**src/rtl/assert_macros.svh**
```systemverilog
// assertion macros shared by the timed release priority queue rtl
// depends on clk and arst_n being visible in the module that uses them
`ifndef ASSERT_MACROS_SVH
`define ASSERT_MACROS_SVH

// expression must hold at every clock edge outside reset
`define TRPQ_ASSERT_HOLDS(lbl, expr, msg) \
	lbl: assert property (@(posedge clk) disable iff (!arst_n) (expr)) else $error(msg);

// consequent must hold in the cycle after the antecedent
`define TRPQ_ASSERT_NEXT(lbl, ante, cons, msg) \
	lbl: assert property (@(posedge clk) disable iff (!arst_n) (ante) |=> (cons)) else $error(msg);

`endif

```
**src/rtl/trpq_pkg.sv**
```systemverilog
// types and constants for the timed release priority queue
// no dependencies
package trpq_pkg;

	localparam int DEPTH      = 16;
	localparam int TIME_BITS  = 32;
	localparam int ID_BITS    = 16;
	localparam int COUNT_BITS = $clog2(DEPTH + 1);

	typedef enum logic [1:0] {
		OP_INSERT = 2'd0,
		OP_TICK   = 2'd1,
		OP_REMOVE = 2'd2,
		OP_NONE   = 2'd3
	} op_t;

	typedef enum logic [1:0] {
		STAT_OK    = 2'd0,
		STAT_EMPTY = 2'd1,
		STAT_FULL  = 2'd2
	} status_t;

	typedef struct packed {
		op_t                  op;
		logic [TIME_BITS-1:0] ready_time;
		logic [ID_BITS-1:0]   item_id;
		logic [TIME_BITS-1:0] current_time;
	} in_item_t;

	typedef struct packed {
		logic                  released_valid;
		logic [ID_BITS-1:0]    released_id;
		logic                  last_of_run;
		status_t               status;
		logic [TIME_BITS-1:0]  next_due_time;
		logic                  head_changed;
		logic [COUNT_BITS-1:0] entry_count;
	} out_item_t;

	typedef struct packed {
		logic [TIME_BITS-1:0] ready_time;
		logic [ID_BITS-1:0]   item_id;
	} entry_t;

	// command broadcast to every cell of the chain
	typedef struct packed {
		logic   insert;
		logic   pop;
		entry_t new_entry;
	} cell_cmd_t;

endpackage

```
**src/rtl/trpq_cell.sv**
```systemverilog
// one cell of the sorted entry chain: holds one entry, shifts with its neighbours
// depends on trpq_pkg
module trpq_cell (
	input  logic               clk,
	input  trpq_pkg::cell_cmd_t cmd,
	input  logic               occupied,
	input  logic               left_keep,
	input  trpq_pkg::entry_t   left_entry,
	input  trpq_pkg::entry_t   right_entry,
	output trpq_pkg::entry_t   entry,
	output logic               keep
);
	import trpq_pkg::*;

	entry_t entry_q;

	// equal times stay ahead of the new entry, giving fifo order on ties
	assign keep  = occupied && (entry_q.ready_time <= cmd.new_entry.ready_time);
	assign entry = entry_q;

	always_ff @(posedge clk) begin
		priority if (cmd.insert) begin
			if (!keep) begin
				entry_q <= left_keep ? cmd.new_entry : left_entry;
			end
		end else if (cmd.pop) begin
			entry_q <= right_entry;
		end
	end

endmodule

```
**src/rtl/timed_release_priority_queue.sv**
```systemverilog
// top level of the timed release priority queue: control, result register, cell chain
// depends on trpq_pkg, trpq_cell and assert_macros.svh
//
// Entries (item id and ready time) sit in a chain of DEPTH cells kept sorted by
// ready time, soonest in cell 0, equal times in arrival order. An insert is
// broadcast to all cells: each cell either keeps its entry, takes the new one
// or takes its left neighbour's, so an insert completes at once whatever the
// position. A pop moves every entry one cell towards the head at once. Insert,
// remove, an empty tick and a tick with nothing due each give one result. A
// tick that releases n entries gives n results, one per cycle while the result
// register is free, each a pop at the head of the chain; no new transaction is
// taken until the final release is loaded into the result register. The result
// register separates the two sides, so a waiting result does not stop the next
// transaction from being taken once the register is free or being emptied.
// Op code 3 is ignored and answered with one status-only result. No clearing
// pass after reset: cells carry no valid state, occupancy decides which are live.
`include "assert_macros.svh"

module timed_release_priority_queue (
	input  logic                clk,
	input  logic                arst_n,
	input  logic                item_valid,
	output logic                item_ready,
	input  trpq_pkg::in_item_t  item,
	output logic                result_valid,
	input  logic                result_ready,
	output trpq_pkg::out_item_t result
);
	import trpq_pkg::*;

	typedef enum logic [1:0] {
		ST_IDLE = 2'b01,
		ST_TICK = 2'b10
	} state_t;

	state_t                state_q, state_d;
	logic [COUNT_BITS-1:0] occ_q;
	logic [TIME_BITS-1:0]  now_q;
	logic                  result_valid_q;
	out_item_t             result_q, res;

	// cell chain wiring
	entry_t    cell_entry [DEPTH];
	logic      cell_keep  [DEPTH];
	cell_cmd_t cmd;

	logic                 slot_free, accept, in_tick, load_result;
	logic                 full, do_pop, pop_is_tick, pop_last;
	logic [TIME_BITS-1:0] old_head, pop_head, ins_head, now_sel;
	logic                 result_due_ok;

	// result slot free when empty or being taken this cycle
	assign slot_free  = !result_valid_q || result_ready;
	assign item_ready = (state_q == ST_IDLE) && slot_free;
	assign accept     = item_valid && item_ready;
	assign in_tick    = (state_q == ST_TICK) && slot_free;

	assign full     = (occ_q == COUNT_BITS'(DEPTH));
	assign old_head = (occ_q != '0) ? cell_entry[0].ready_time : '1;
	assign now_sel  = (state_q == ST_TICK) ? now_q : item.current_time;

	// head after a pop comes from cell 1
	assign pop_head = (occ_q > COUNT_BITS'(1)) ? cell_entry[1].ready_time : '1;
	// head after an insert
	assign ins_head = ((occ_q == '0) || (item.ready_time < cell_entry[0].ready_time))
		? item.ready_time : cell_entry[0].ready_time;

	always_comb begin
		do_pop      = 1'b0;
		pop_is_tick = 1'b0;
		if (in_tick) begin
			do_pop      = 1'b1;
			pop_is_tick = 1'b1;
		end else if (accept) begin
			unique case (item.op)
				OP_TICK: begin
					do_pop      = (occ_q != '0) &&
						(cell_entry[0].ready_time <= item.current_time);
					pop_is_tick = 1'b1;
				end
				OP_REMOVE: begin
					do_pop = (occ_q != '0);
				end
				OP_INSERT, OP_NONE: begin
					do_pop = 1'b0;
				end
				default: begin
					do_pop = 1'b0;
				end
			endcase
		end
	end

	// a release run ends when the next head is absent or not yet due
	assign pop_last = !pop_is_tick || (occ_q <= COUNT_BITS'(1)) ||
		(cell_entry[1].ready_time > now_sel);

	assign load_result = accept || in_tick;

	// result built from the state before the update
	always_comb begin
		res.released_valid = 1'b0;
		res.released_id    = '0;
		res.last_of_run    = 1'b1;
		res.status         = STAT_OK;
		res.next_due_time  = old_head;
		res.head_changed   = 1'b0;
		res.entry_count    = occ_q;
		if (do_pop) begin
			res.released_valid = 1'b1;
			res.released_id    = cell_entry[0].item_id;
			res.last_of_run    = pop_last;
			res.next_due_time  = pop_head;
			res.head_changed   = (pop_head != old_head);
			res.entry_count    = occ_q - COUNT_BITS'(1);
		end else if (accept) begin
			unique case (item.op)
				OP_INSERT: begin
					if (full) begin
						res.status = STAT_FULL;
					end else begin
						res.next_due_time = ins_head;
						res.head_changed  = (ins_head != old_head);
						res.entry_count   = occ_q + COUNT_BITS'(1);
					end
				end
				OP_TICK, OP_REMOVE: begin
					if (occ_q == '0) begin
						res.status = STAT_EMPTY;
					end
				end
				OP_NONE: begin
					res.status = STAT_OK;
				end
				default: begin
					res.status = STAT_OK;
				end
			endcase
		end
	end

	always_comb begin
		cmd.insert    = accept && (item.op == OP_INSERT) && !full;
		cmd.pop       = do_pop;
		cmd.new_entry = '{ready_time: item.ready_time, item_id: item.item_id};
	end

	always_comb begin
		state_d = state_q;
		unique case (state_q)
			ST_IDLE: begin
				if (do_pop && !pop_last) begin
					state_d = ST_TICK;
				end
			end
			ST_TICK: begin
				if (in_tick && pop_last) begin
					state_d = ST_IDLE;
				end
			end
			default: begin
				state_d = ST_IDLE;
			end
		endcase
	end

	always_ff @(posedge clk or negedge arst_n) begin
		if (!arst_n) begin
			state_q        <= ST_IDLE;
			occ_q          <= '0;
			result_valid_q <= 1'b0;
		end else begin
			state_q <= state_d;
			if (cmd.insert) begin
				occ_q <= occ_q + COUNT_BITS'(1);
			end else if (do_pop) begin
				occ_q <= occ_q - COUNT_BITS'(1);
			end
			if (load_result) begin
				result_valid_q <= 1'b1;
			end else if (result_ready) begin
				result_valid_q <= 1'b0;
			end
		end
	end

	// payload registers
	always_ff @(posedge clk) begin
		if (load_result) begin
			result_q <= res;
		end
		if (accept) begin
			now_q <= item.current_time;
		end
	end

	assign result_valid = result_valid_q;
	assign result       = result_q;

	// sorted cell chain, head in cell 0
	for (genvar i = 0; i < DEPTH; i++) begin : g_cell
		logic   occupied;
		logic   left_keep;
		entry_t left_entry;
		entry_t right_entry;

		assign occupied = (occ_q > COUNT_BITS'(i));

		if (i == 0) begin : g_head
			assign left_keep  = 1'b1;
			assign left_entry = '0;
		end else begin : g_body
			assign left_keep  = cell_keep[i-1];
			assign left_entry = cell_entry[i-1];
		end

		if (i == DEPTH - 1) begin : g_tail
			assign right_entry = '0;
		end else begin : g_mid
			assign right_entry = cell_entry[i+1];
		end

		trpq_cell u_cell (
			.clk         (clk),
			.cmd         (cmd),
			.occupied    (occupied),
			.left_keep   (left_keep),
			.left_entry  (left_entry),
			.right_entry (right_entry),
			.entry       (cell_entry[i]),
			.keep        (cell_keep[i])
		);
	end

	// an empty queue reports the never due time
	assign result_due_ok = (result_q.entry_count != '0) || (result_q.next_due_time == '1);

	// occupancy never passes the chain length
	`TRPQ_ASSERT_HOLDS(a_occ_bound, occ_q <= COUNT_BITS'(DEPTH), "occupancy beyond depth")
	// a release run only continues while entries remain
	`TRPQ_ASSERT_HOLDS(a_tick_nonempty, (state_q != ST_TICK) || (occ_q != '0), "empty run")
	// every pop removes exactly one entry
	`TRPQ_ASSERT_NEXT(a_pop_count, do_pop, (occ_q + COUNT_BITS'(1)) == $past(occ_q), "pop count")
	`TRPQ_ASSERT_HOLDS(a_empty_never, !result_valid_q || result_due_ok, "empty with a due time")

endmodule
```
**config.mk**
```make
export PLATFORM = sky130hd
export DESIGN_NAME = timed_release_priority_queue
export DESIGN_NICKNAME = d
export VERILOG_FILES = /design/src/rtl/trpq_pkg.sv /design/src/rtl/trpq_cell.sv /design/src/rtl/timed_release_priority_queue.sv
export VERILOG_INCLUDE_DIRS = /design/src /design/src/rtl
export SDC_FILE = /design/constraint.sdc
export NUM_CORES = 2
export LEC_CHECK = 0
export ABC_CLOCK_PERIOD_IN_PS = 12400
export BUFFER_PORTS_ARGS = -buffer_cell sky130_fd_sc_hd__buf_2
export CORE_UTILIZATION = 55
export CTS_BUF_LIST = sky130_fd_sc_hd__clkbuf_4 sky130_fd_sc_hd__clkbuf_8
export CTS_CLUSTER_DIAMETER = 50
export DETAILED_ROUTE_END_ITERATION = 8
export PLACE_DENSITY = 0.73
export SYNTH_ARGS = -nofsm -noshare
export SYNTH_HDL_FRONTEND = slang
export SYNTH_SLANG_ARGS = --single-unit
```
**constraint.sdc**
```tcl
create_clock -name clk -period 12.4 [get_ports clk]
set_input_delay 2.48 -clock clk [delete_from_list [all_inputs] [get_ports clk]]
set_output_delay 2.48 -clock clk [all_outputs]
set_load 0.005 [all_outputs]
```
==> flow_summary.json <==
{
  "status": "completed",
  "die_height_um": 328,
  "num_rows": 119,
  "synth_top_family_by_area": "compound AO/OA/AOI/OAI gates",
  "hold_class": "flop to flop",
  "area.growth.synth_to_final_pct": 8.75,
  "synth-adder-area-share_pct": 12.5,
  "relSlewSlack_pct": 9.69,
  "antenna_found_initial": 3,
  "critical_path.max_fanout": 67,
  "cp_data_arrival_time_ns": 7.57,
  "instances_no_fill": 7436,
  "post_cts_buffers": 0,
  "yosys-mux-area-fraction_pct": 7.95,
  "yosysSeqAreaShare_pct": 44.4,
  "setup_viol": 0,
  "postLayoutSetupSlackWorst_ns": 5.34,
  "synth_xor_area_share_pct": 0.315,
  "yosys_warnings": 0,
  "first_global_vias": 46900,
  "cts.hold.buffers_added": 0,
  "port_buffers": 145,
  "finalHoldViolations": 0,
  "drt-vias-per-instance": 6.68,
  "synthesis.area_per_instance_um2": 9.87,
  "yosysUniqueCellTypes": 88,
  "leakagePower_nw": 25.8,
  "dp.final_hpwl_um": 139000,
  "setup.worst_path.class": "primary input to flop",
  "clock-root-buffer": "sky130_fd_sc_hd__clkbuf_8",
  "die_x_um": 328,
  "floorplan.core_area_um2": 105000,
  "grt_overflow_total": 0,
  "grt_setup_unrepaired": "false",
  "worst_setup_hold_path_clk_slew_ns": 0.06,
  "place.gp.congestion": 1.04,
  "number_of_enable_type_register_cells_in_the_synthesized_netlist": 858,
  "dp_cells": 7158,
  "wire_per_inst_um": 26.6,
  "post_synth_and_or_nand_nor_area_fraction_pct": 14.5,
  "synthArstFlopShare_pct": 0.924,
  "irDropWorstVdd_mv": 0.115,
  "post_synthesis_compound_gate_area_fraction_pct": 16.3,
  "critical_path.startpoint_type": "primary input",
  "layout_worst_path_cycle_share_pct": 56.9,
  "synth_seq_cells": 866,
  "first_pass_grt_wire_length_um": 296000,
  "routed_wl_um": 198000,
  "cellPowerDensity_nw_per_um2": 152,
  "pre_cts_slack_ns": 4.88,
  "fin_crit_ns": 7.06,
  "finalClockSkew_ns": 0.0338,
  "slew_viol_final": 0,
  "tns_ns": 0,
  "net_count_reported_at_finish": 6595,
  "clock_latency_at_the_later_pin_of_the_worst_skew_pair_ns": 0.88,
  "power_mw": 9.69,
  "timing.fmax_ghz": 0.142,
  "die_area_um2": 108000,
  "dr.pass1.iters": 6,
  "synthesis.instances": 5921,
  "cp-end-kind": "flop",
  "detail_route.iter0.violations": 7089,
  "clockBufferDepth": 3,
  "synthesis.area_um2": 58500,
  "grtUsageTotal_pct": 36.3,
  "dr_total_vias": 49700,
  "design.portCount": 146,
  "clock_tree.htree_level_count": 4,
  "detail-route-antenna-nets": 0,
  "whs_ns": 0.550,
  "clock-sinks": 866,
  "cts_buffers": 156,
  "worstMarginPinSlew_ns": 1.34,
  "grt_max_degree": 281,
  "drc": 0,
  "postSynthNetCount": 6591,
  "cap_violations": 0,
  "cts_tree": "done",
  "critPathRequiredTime_ns": 12.91,
  "initial_core_util_pct": 55.5,
  "ctsResizeCount": 0,
  "post_route_cells_drive_above_1_share_pct": 11.3,
  "postSynth.topFlopCell": "sky130_fd_sc_hd__edfxtp_1"
}
-- metrics by stage --
stage,utilization (%),cell area [um2]
2_1_floorplan,-,58500
3_3_place_gp,57.6,60600
3_5_place_dp,57.6,60600
4_1_cts,60.4,63600
5_1_grt,60.4,63600
6_report,60.4,63600
-- layout make-up --
cell class                 count  area (um2)
antenna                        2        5.00
inverter                     103         387
clock inverter                66         369
tap                         1391        1740
clock buffer                 210        2580
sequential                   866       26000
multi-input combinational   4491       30500
timing repair buffer         307        1990
fill                        8817       41700
-- sequential cells by signal, summed over array words and instances (netlist names) --
name / flops
g_cell.u_cell.entry: 768
state_q: 2
now_q: 32
result_valid: 1
result: 58
occ_q: 5
-- cell usage in the layout, fill, tap and decap left out, types with 132 or more instances in the layout --
master and count:
sky130_fd_sc_hd__a21oi_1 443, sky130_fd_sc_hd__buf_2 145, sky130_fd_sc_hd__buf_4 158, sky130_fd_sc_hd__clkbuf_8 161, sky130_fd_sc_hd__edfxtp_1 858, sky130_fd_sc_hd__ha_1 584
sky130_fd_sc_hd__mux2i_1 443, sky130_fd_sc_hd__nand2_1 638, sky130_fd_sc_hd__nand3_1 132, sky130_fd_sc_hd__nor2_1 479, sky130_fd_sc_hd__nor3_1 259, sky130_fd_sc_hd__o21ai_0 515
-- path summary, 6_finish.rpt --
path | start | end | slack, ns | depth (start not counted)
worst max-delay path | item[78] | g_cell[14].u_cell.entry[17] | 5.34 | 12
worst min-delay path | g_cell[14].u_cell.entry[14] | g_cell[13].u_cell.entry[14] | 0.55 | 2
worst max register to register | occ_q[0] | g_cell[4].u_cell.entry[22] | 7.06 | 11
worst min register to register | g_cell[14].u_cell.entry[14] | g_cell[13].u_cell.entry[14] | 0.55 | 2
max in group asynchronous | arst_n | state_q[0] | 10.61 | 1
min in group asynchronous | arst_n | result_valid | 1.51 | 1
-- cell usage after synthesis, types with 30 or more instances --
cell type	instances	area share, %
sky130_fd_sc_hd__edfxtp_1	858	44
sky130_fd_sc_hd__nand4_1	108	1.2
sky130_fd_sc_hd__o32ai_1	39	0.58
sky130_fd_sc_hd__nor2b_1	53	0.57
sky130_fd_sc_hd__nand3_1	134	1.1
sky130_fd_sc_hd__buf_2	98	0.84
sky130_fd_sc_hd__clkbuf_1	296	1.9
sky130_fd_sc_hd__a21oi_1	452	3.9
sky130_fd_sc_hd__o221a_2	64	1.2
sky130_fd_sc_hd__o211ai_1	62	0.80
sky130_fd_sc_hd__nand2_1	641	4.1
sky130_fd_sc_hd__ha_1	584	13
sky130_fd_sc_hd__inv_1	102	0.66
sky130_fd_sc_hd__buf_1	44	0.28
sky130_fd_sc_hd__a211oi_1	70	0.90
sky130_fd_sc_hd__a21o_1	70	0.90
sky130_fd_sc_hd__a31oi_1	42	0.45
sky130_fd_sc_hd__nand2b_1	80	0.86
sky130_fd_sc_hd__nor3_1	260	2.2
sky130_fd_sc_hd__o22ai_1	61	0.65
sky130_fd_sc_hd__nor4_1	30	0.32
sky130_fd_sc_hd__mux2i_1	444	7.6
sky130_fd_sc_hd__o21ai_0	516	4.4
sky130_fd_sc_hd__nor2_1	485	3.1
-- cells by family after synthesis --
family | count (synthesis)
xor gates and xnor gates | 21
AOI/OAI and AO/OA | 1553
adders and majority gates | 584
and+or+nand+nor | 1871
muxes | 462
buffers and inverters | 564
DFF | 866
-- routing by layer --
metal / vias up / share of wire [%] / GRT usage, %
li1: 22400 / - / -
met1: 23500 / 39 / 48.6
met2: 3189 / 43 / 54.3
met3: 615 / 11 / 7.17
met4: 2 / 6.6 / 22.2
met5: - / 0.0086 / 0
-- worst max-delay path, cell delays in order --
cell and delay [ns]:
sky130_fd_sc_hd__buf_2 0.08, sky130_fd_sc_hd__buf_4 0.30, sky130_fd_sc_hd__inv_1 0.47, sky130_fd_sc_hd__ha_1 0.48
sky130_fd_sc_hd__nand4_1 0.15, sky130_fd_sc_hd__nor4_1 1.02, sky130_fd_sc_hd__nand4_1 0.23, sky130_fd_sc_hd__or4_1 0.63
sky130_fd_sc_hd__o31ai_4 0.31, sky130_fd_sc_hd__buf_4 0.70, sky130_fd_sc_hd__mux2i_4 0.12, sky130_fd_sc_hd__buf_4 0.43
-- power by group --
group	internal (mW)	switching [mW]	leakage (nW)	total, mW
registers	3.76	0.365	8.19	4.13
logic	1.04	1.86	16.1	2.90
clock network	1.38	1.28	1.56	2.66
Note: power is estimated with default switching activity, not from simulation.
